===== src/pfa_pkg.sv =====
// pfa_pkg: shared types and constants of the partition fit allocator.
// Holds the word structs, status, action and mode codes, and table sizing.
// Depends on nothing.
`timescale 1ns / 1ps

package pfa_pkg;

  localparam int NUM_PARTS = 32;
  localparam int SIZE_BITS = 16;
  localparam int IDX_W     = (NUM_PARTS > 1) ? $clog2(NUM_PARTS) : 1;
  localparam int CNT_W     = $clog2(NUM_PARTS + 1);

  localparam int FIT_W   = 2;
  localparam int PARTS_W = 6;
  localparam int CFG_W   = 6;
  localparam int CFGI_W  = 1;

  localparam logic [CFGI_W-1:0] REG_FIT_MODE = 1'd0;
  localparam logic [CFGI_W-1:0] REG_PARTS    = 1'd1;

  localparam logic [FIT_W-1:0] MODE_FIRST = 2'd0;
  localparam logic [FIT_W-1:0] MODE_BEST  = 2'd1;
  localparam logic [FIT_W-1:0] MODE_WORST = 2'd2;

  localparam logic ACT_LOAD  = 1'b0;
  localparam logic ACT_ALLOC = 1'b1;

  localparam logic [1:0] ST_LOADED  = 2'd0;
  localparam logic [1:0] ST_GRANTED = 2'd1;
  localparam logic [1:0] ST_WAIT    = 2'd2;

  localparam logic [PARTS_W-1:0] PARTS_RESET = 6'd32;

  typedef struct packed {
    logic        action;
    logic [4:0]  part_slot;
    logic [15:0] amount;
  } in_word_t;

  typedef struct packed {
    logic [1:0]  status;
    logic [4:0]  chosen_slot;
    logic [15:0] left_after;
  } out_word_t;

endpackage


===== src/partition_fit_allocator.sv =====
// partition_fit_allocator: first, best and worst fit over a partition table.
// The free-size table is a one-port-read, one-port-write memory in this module.
// Depends on pfa_pkg.
`timescale 1ns / 1ps

//  channel | ports                          | moves
//  --------+--------------------------------+-------------------------------
//  input   | in_valid in_ready in_data      | pfa_pkg::in_word_t word
//  result  | out_valid out_ready out_data   | pfa_pkg::out_word_t word
//  config  | cfg_we cfg_index cfg_wdata     | register write, no handshake
//
// A load goes through the result register, then in S_DONE to the output register;
// a request scans in S_SCAN, writes the table in S_WRITE and ends in S_DONE, the
// scan reading one table entry a cycle over the searched partitions.
// One item is in work at a time; in_ready is high only between items.
// Reset clears the table through per-entry valid bits.
// A result waiting in the output register stalls only the finish of the next item.

module partition_fit_allocator (
  input  logic                                 clk,
  input  logic                                 rst_n,
  input  logic                                 in_valid,
  output logic                                 in_ready,
  input  pfa_pkg::in_word_t                    in_data,
  output logic                                 out_valid,
  input  logic                                 out_ready,
  output pfa_pkg::out_word_t                   out_data,
  input  logic                                 cfg_we,
  input  logic [pfa_pkg::CFGI_W-1:0]           cfg_index,
  input  logic [pfa_pkg::CFG_W-1:0]            cfg_wdata
);

  typedef enum logic [3:0] {
    S_IDLE  = 4'b0001,
    S_SCAN  = 4'b0010,
    S_WRITE = 4'b0100,
    S_DONE  = 4'b1000
  } state_t;

  state_t                           state_r, state_nxt;
  logic [pfa_pkg::FIT_W-1:0]        fit_mode_r;
  logic [pfa_pkg::PARTS_W-1:0]      parts_r;

  logic [pfa_pkg::SIZE_BITS-1:0]    mem [pfa_pkg::NUM_PARTS];
  logic [pfa_pkg::NUM_PARTS-1:0]    valid_r;
  logic [pfa_pkg::SIZE_BITS-1:0]    mem_q_r;
  logic                             vb_q_r;

  logic                             rd_en;
  logic [pfa_pkg::IDX_W-1:0]        raddr;
  logic                             wr_en;
  logic [pfa_pkg::IDX_W-1:0]        waddr;
  logic [pfa_pkg::SIZE_BITS-1:0]    wdata;

  logic [pfa_pkg::SIZE_BITS-1:0]    req_amt_r, req_amt_nxt;
  logic [pfa_pkg::CNT_W-1:0]        scan_n_r, scan_n_nxt;
  logic [pfa_pkg::CNT_W-1:0]        raddr_r, raddr_nxt;
  logic                             rd_vld_r, rd_vld_nxt;
  logic [pfa_pkg::IDX_W-1:0]        rd_idx_r, rd_idx_nxt;
  logic                             found_r, found_nxt;
  logic [pfa_pkg::IDX_W-1:0]        pick_r, pick_nxt;
  logic [pfa_pkg::SIZE_BITS-1:0]    pick_v_r, pick_v_nxt;
  pfa_pkg::out_word_t               res_r, res_nxt;
  logic                             out_valid_r, out_valid_nxt;
  pfa_pkg::out_word_t               out_data_r, out_data_nxt;

  logic                             in_acc;
  logic [pfa_pkg::SIZE_BITS-1:0]    in_amt;
  logic                             slot_ok;
  logic [pfa_pkg::SIZE_BITS-1:0]    cur_v;
  logic                             fits;
  logic                             take;
  logic [pfa_pkg::SIZE_BITS-1:0]    left_v;

  assign in_ready  = (state_r == S_IDLE);
  assign in_acc    = in_valid && in_ready;
  assign in_amt    = in_data.amount[pfa_pkg::SIZE_BITS-1:0];
  assign slot_ok   = (32'(in_data.part_slot) < pfa_pkg::NUM_PARTS);
  assign out_valid = out_valid_r;
  assign out_data  = out_data_r;

  // entries never written read as zero
  assign cur_v  = vb_q_r ? mem_q_r : '0;
  assign fits   = (cur_v >= req_amt_r);
  assign take   = rd_vld_r && fits &&
                  (!found_r ||
                   ((fit_mode_r == pfa_pkg::MODE_BEST)  && (cur_v < pick_v_r)) ||
                   ((fit_mode_r == pfa_pkg::MODE_WORST) && (cur_v > pick_v_r)));
  assign left_v = pick_v_r - req_amt_r;

  always_ff @(posedge clk) begin
    if (!rst_n) begin
      fit_mode_r <= pfa_pkg::MODE_FIRST;
      parts_r    <= pfa_pkg::PARTS_RESET;
    end else if (cfg_we) begin
      case (cfg_index)
        pfa_pkg::REG_FIT_MODE: fit_mode_r <= cfg_wdata[pfa_pkg::FIT_W-1:0];
        pfa_pkg::REG_PARTS:    parts_r    <= cfg_wdata[pfa_pkg::PARTS_W-1:0];
        default: ;
      endcase
    end
  end

  // table memory: registered read, single write port
  always_ff @(posedge clk) begin
    if (wr_en) begin
      mem[waddr] <= wdata;
    end
    if (rd_en) begin
      mem_q_r <= mem[raddr];
      vb_q_r  <= valid_r[raddr];
    end
  end

  always_ff @(posedge clk) begin
    if (!rst_n) begin
      valid_r <= '0;
    end else if (wr_en) begin
      valid_r[waddr] <= 1'b1;
    end
  end

  always_comb begin
    state_nxt     = state_r;
    req_amt_nxt   = req_amt_r;
    scan_n_nxt    = scan_n_r;
    raddr_nxt     = raddr_r;
    rd_vld_nxt    = 1'b0;
    rd_idx_nxt    = rd_idx_r;
    found_nxt     = found_r;
    pick_nxt      = pick_r;
    pick_v_nxt    = pick_v_r;
    res_nxt       = res_r;
    out_valid_nxt = out_valid_r && !out_ready;
    out_data_nxt  = out_data_r;
    rd_en         = 1'b0;
    raddr         = raddr_r[pfa_pkg::IDX_W-1:0];
    wr_en         = 1'b0;
    waddr         = in_data.part_slot[pfa_pkg::IDX_W-1:0];
    wdata         = in_amt;

    case (state_r)
      S_IDLE: begin
        if (in_acc) begin
          if (in_data.action == pfa_pkg::ACT_LOAD) begin
            wr_en                = slot_ok;
            res_nxt.status       = pfa_pkg::ST_LOADED;
            res_nxt.chosen_slot  = in_data.part_slot;
            res_nxt.left_after   = slot_ok ? 16'(in_amt) : '0;
            state_nxt            = S_DONE;
          end else begin
            req_amt_nxt = in_amt;
            scan_n_nxt  = (32'(parts_r) > pfa_pkg::NUM_PARTS) ?
                          pfa_pkg::CNT_W'(pfa_pkg::NUM_PARTS) :
                          pfa_pkg::CNT_W'(parts_r);
            raddr_nxt   = '0;
            found_nxt   = 1'b0;
            pick_nxt    = '0;
            pick_v_nxt  = '0;
            state_nxt   = S_SCAN;
          end
        end
      end
      S_SCAN: begin
        // issue one read a cycle, judge the entry read the cycle before
        if (raddr_r < scan_n_r) begin
          rd_en      = 1'b1;
          rd_vld_nxt = 1'b1;
          rd_idx_nxt = raddr_r[pfa_pkg::IDX_W-1:0];
          raddr_nxt  = raddr_r + 1'b1;
        end else if (!rd_vld_r) begin
          state_nxt = S_WRITE;
        end
        if (take) begin
          found_nxt  = 1'b1;
          pick_nxt   = rd_idx_r;
          pick_v_nxt = cur_v;
        end
      end
      S_WRITE: begin
        if (found_r) begin
          wr_en               = 1'b1;
          waddr               = pick_r;
          wdata               = left_v;
          res_nxt.status      = pfa_pkg::ST_GRANTED;
          res_nxt.chosen_slot = 5'(pick_r);
          res_nxt.left_after  = 16'(left_v);
        end else begin
          res_nxt.status      = pfa_pkg::ST_WAIT;
          res_nxt.chosen_slot = '0;
          res_nxt.left_after  = '0;
        end
        state_nxt = S_DONE;
      end
      S_DONE: begin
        // hold until the output register frees
        if (!out_valid_r || out_ready) begin
          out_valid_nxt = 1'b1;
          out_data_nxt  = res_r;
          state_nxt     = S_IDLE;
        end
      end
      default: begin
        state_nxt = S_IDLE;
      end
    endcase
  end

  always_ff @(posedge clk) begin
    if (!rst_n) begin
      state_r     <= S_IDLE;
      rd_vld_r    <= 1'b0;
      found_r     <= 1'b0;
      out_valid_r <= 1'b0;
      raddr_r     <= '0;
      scan_n_r    <= '0;
      pick_r      <= '0;
    end else begin
      state_r     <= state_nxt;
      rd_vld_r    <= rd_vld_nxt;
      found_r     <= found_nxt;
      out_valid_r <= out_valid_nxt;
      raddr_r     <= raddr_nxt;
      scan_n_r    <= scan_n_nxt;
      pick_r      <= pick_nxt;
    end
  end

  always_ff @(posedge clk) begin
    req_amt_r  <= req_amt_nxt;
    rd_idx_r   <= rd_idx_nxt;
    pick_v_r   <= pick_v_nxt;
    res_r      <= res_nxt;
    out_data_r <= out_data_nxt;
  end

`ifndef ASSERT_OFF
  a_no_write_in_scan: assert property (@(posedge clk) disable iff (!rst_n)
    (state_r == S_SCAN) |-> !wr_en)
    else $error("table written during scan");

  a_read_only_in_scan: assert property (@(posedge clk) disable iff (!rst_n)
    rd_vld_r |-> (state_r == S_SCAN))
    else $error("read data pending outside scan");

  a_pick_in_range: assert property (@(posedge clk) disable iff (!rst_n)
    found_r |-> (32'(pick_r) < 32'(scan_n_r)))
    else $error("picked partition beyond searched range");
`endif

endmodule

===== config.mk =====
export PLATFORM = sky130hd
export DESIGN_NAME = partition_fit_allocator
export DESIGN_NICKNAME = d
export VERILOG_FILES = /design/src/pfa_pkg.sv /design/src/partition_fit_allocator.sv
export SDC_FILE = /design/constraint.sdc
export NUM_CORES = 1
export LEC_CHECK = 0
export ABC_AREA = 1
export BUFFER_PORTS_ARGS = -buffer_cell sky130_fd_sc_hd__buf_2
export CORE_MARGIN = 2
export CORE_UTILIZATION = 50
export CTS_CLUSTER_DIAMETER = 30
export DETAILED_ROUTE_END_ITERATION = 7
export MAX_ROUTING_LAYER = met4
export PLACE_DENSITY_LB_ADDON = 0.2
export SLEW_MARGIN = 10
export SYNTH_ARGS = -nofsm -noshare
export SYNTH_HDL_FRONTEND = slang
export SYNTH_SLANG_ARGS = --single-unit

===== constraint.sdc =====
create_clock -name clk -period 3.4 [get_ports clk]
set_clock_uncertainty 0.15 [all_clocks]
set_input_delay 0.51 -clock clk [delete_from_list [all_inputs] [get_ports clk]]
set_output_delay 0.51 -clock clk [all_outputs]
set_load 0.005 [all_outputs]

==> summary.md <==
| Metric | Value |
|---|---|
| DP Worst Slack | `208.6 ps` |
| Period utilization | `92.91%` |
| Gr ovfl total | `0` |
| Cell with the largest stage delay on the worst path | `fa_1` |
| Worst path max stage delay | `400 ps` |
| First-pass GRT wire length | `108800 um` |
| Register Area | `19670 um2` |
| Most Frequent Cell on Critical Path | `inv_1` |
| Final ANT Viol Nets | `0` |
| Area added between synthesis and finish | `20.52%` |
| Post-synth net total | `2419` |
| Async S/R FF share, synth | `0%` |
| Multi-input gate area | `7067 um2` |
| Final Critical Period | `3159 ps` |
| Die area | `57470 um2` |
| Gr busiest metal | `met2` |
| Wirelength per Cell | `21.49 um` |
| Number of global-route vias before repair | `18610` |
| Met1 Resource Use GR | `34.33%` |
| Warnings, synthesis | `0` |
| CP Data Arrival Time | `3310 ps` |
| Vias per cell | `5.675` |
| Setup ws final | `241.0 ps` |
| Placed cells | `3111` |
| Post-synthesis sequential area ratio | `70.75%` |
| Wire length after detailed routing | `72070 um` |
| Relative slew margins | `32.49%` |
| Layout cells sized above 1 | `15.51%` |
| Unrepaired setup endpoints after global routing | `no` |
| CTS H-tree lvls | `3` |
| Mapped Cells | `2334` |
| Routability cong. | `0.9444` |
| Status | `completed` |
| Mapped Area | `27790 um2` |
| Hold WS | `58.20 ps` |
| Pleak | `0.01225 uW` |
| # rows | `86` |
| Worst path bufs/invs | `3` |
| Synth Register Bits | `676` |
| Crit Path Max Fanout | `32` |
| Crit path capture type | `flop` |
| Pre-Repair DR Iteration Count | `7` |
| CTS root buf | `clkbuf_16` |
| CTS Buf Count | `115` |
| Placed Area | `29440 um2` |
| Post-Route Setup TNS | `0 ps` |
| CP Class | `reg2reg` |
| Pwr dens | `642.5 nW/um2` |
| Mapped Avg Cell Area | `11.90 um2` |
| Height of the die | `239.7 um` |
| Design area | `33490 um2` |
| Least-Margin Pin Slew | `1011 ps` |
| Worst path top cell family by delay | `compound AO/OA/AOI/OAI gates` |
| Layout Nets | `2588` |
| Worst EP required | `3550 ps` |
| Total GRT Usage | `26.17%` |
| Pins Over Slew Limit | `0` |
| TritonCTS clock tree | `yes` |
| CP Cell Sequence | `inv_1 > ha_1 > inv_1 > fa_1 > nand3_1 > a31oi_1 > nor2_1 > o21ai_0 > a21boi_0 > inv_1 > o21ai_0 > o21ai_4` |
| Reg clk slew, reported paths | `50 ps` |
| 1st-iter DRT viols | `2022` |
| EDFF count, synth | `612` |
| Max-cap check violation count | `0` |
| Worst IR drop on VDD | `0.0004357 V` |
| Final Hold Fails | `0` |
| FILL cells | `4265` |
| Clk_lat worst skew | `660 ps` |
| Post-CTS Setup Repair Bufs | `0` |
| Core ar. | `54990 um2` |
| Final setup viols | `0` |
| I/O Pins | `59` |
| Largest net degree at the start of global routing | `92` |
| Clk sinks | `676` |
| Input/output buffers | `58` |
| Fmax | `316.6 MHz` |
| Vias post-DR | `19030` |
| Unique masters post-synth | `45` |
| Die Wd | `239.7 um` |
| Antenna violations before repair | `0` |
| Crit start category | `flop` |
| Predominant post-synthesis flop cell | `edfxtp_1` |
| M3 GR Usage | `4.195%` |
| Finished Layout Cells | `3353` |
| Tightest Hold Check Type | `in2reg` |
| Met2 Use GR | `40.50%` |
| Initial Util | `50.53%` |
| Post-DP HPWL | `43050 um` |
| Residual DRC | `0` |
| Longest Clk Path Bufs | `3` |
## what timing repair did
action                                  4_1_cts  5_1_grt
hold buffers                                 23        0
endpoints found under the setup margin        0       21
gates resized for setup                       0        1
endpoints found under the hold margin        24        0
## Yosys cell counts, drive strengths merged, types with 2 or more instances
master	number	share of area [%]
edfxtp	612	66
clkbuf	107	1.4
a31oi	2	0.045
clkinv	2	0.027
dfxtp	64	4.6
a21o	3	0.081
a21oi	67	1.2
a211oi	2	0.054
nor2	404	5.6
o221ai	53	1.7
inv	170	2.3
o21a	2	0.054
a22oi	3	0.081
xor2	4	0.13
o21bai	2	0.054
buf	18	0.29
o2111ai	2	0.063
nand4	24	0.54
o22ai	79	1.8
o211ai	17	0.46
nand2	209	2.9
nand3	61	1.1
nor3	9	0.31
o21ai	360	6.6
ha	50	2.3
## cells in the final DEF (no fill, tap or decap), types with 3 or more instances in the layout
cell type        n
buf_12           9
a21o_1           3
clkbuf_16      117
o21ai_0        342
nor3_2           6
o22ai_1         79
a21oi_1         66
edfxtp_1       612
ha_1            50
nor2_1         391
nand3_1         61
clkinv_4        11
dlygate4sd3_1   23
inv_6           14
clkbuf_1        11
dfxtp_1         61
buf_2           58
buf_4           87
xor2_1           4
nor2_2          12
nand4_1         24
o221ai_1        53
clkinv_1        22
nand2_1        206
a22oi_1          3
o211ai_1        17
inv_1          154
o21ai_2         15
inv_2           13
clkinvlp_4      15
clkinv_2        17
bufinv_16        9
## power breakdown
group | internal [uW] | switching [uW]
clock network | 7030 | 4060
registers | 9240 | 65.0
logic | 334 | 784
## worst register-to-register path, cell delays in order, from the launching register on
cell and delay [ps]:
edfxtp_1 390, inv_1 70, ha_1 140, inv_1 60
fa_1 400, nand3_1 130, a31oi_1 80, nor2_1 160
o21ai_0 150, a21boi_0 250, inv_1 80, o21ai_0 370
o21ai_4 340
## registers in the layout, summed over array words and instances (netlist names)
register    flops
req_amt_r      16
mem_q_r        16
vb_q_r          1
res_r          23
out_data       23
rd_idx_r        5
valid_r        32
mem           512
rd_vld_r        1
raddr_r         6
parts_r         6
pick_v_r       16
scan_n_r        6
found_r         1
state_r         4
out_valid       1
pick_r          5
fit_mode_r      2
## through the flow
step                utilization, %  total power, uW
global route                 60.90            22150
global placement             53.54            10510
CTS                          60.87            21600
detailed placement           53.54            10540
floorplan                        -            10140
finish                       60.90            21520
## cell families (layout without fill, tap and decap cells)
| group | count (synthesis) | in the layout | synth area share, % |
|---|---|---|---|
| other | 0 | 1 | 0 |
| AND/OR/NAND/NOR | 711 | 711 | 10.54 |
| adder cells (fa/ha/maj) | 51 | 51 | 2.324 |
| XOR/XNOR | 5 | 5 | 0.1576 |
| AO/OA/AOI/OAI | 594 | 594 | 12.16 |
| buffers and inverters | 297 | 567 | 4.071 |
| flip-flops | 676 | 676 | 70.75 |
## layer usage
metal	wire [um]	vias to the layer above	share of wire, %
li1	-	8797	-
met1	30260	9300	42
met2	33470	803	46
met3	5715	129	7.9
met4	2630	0	3.6
met5	0	-	0
## layout make-up
class | instances | share of cell area, %
Sequential cell | 676 | 58.73
Clock buffer | 129 | 8.907
Clock inverter | 89 | 2.451
Tap cell | 748 | 2.795
Inverter | 172 | 1.962
Multi-Input combinational cell | 1361 | 21.10
Antenna cell | 1 | 0.007473
Timing Repair Buffer | 177 | 4.043
## final timing paths
path	from	to	slack [ps]	cells past startpoint
worst min-delay path	cfg_index	fit_mode_r[0]	60	4
worst min register to register	res_r[6]	out_data[6]	270	0
worst max register to register	pick_v_r[0]	mem[8][10]	240	12
worst max-delay path	pick_v_r[0]	mem[8][10]	240	12
Note: power is estimated with default switching activity, not from simulation.
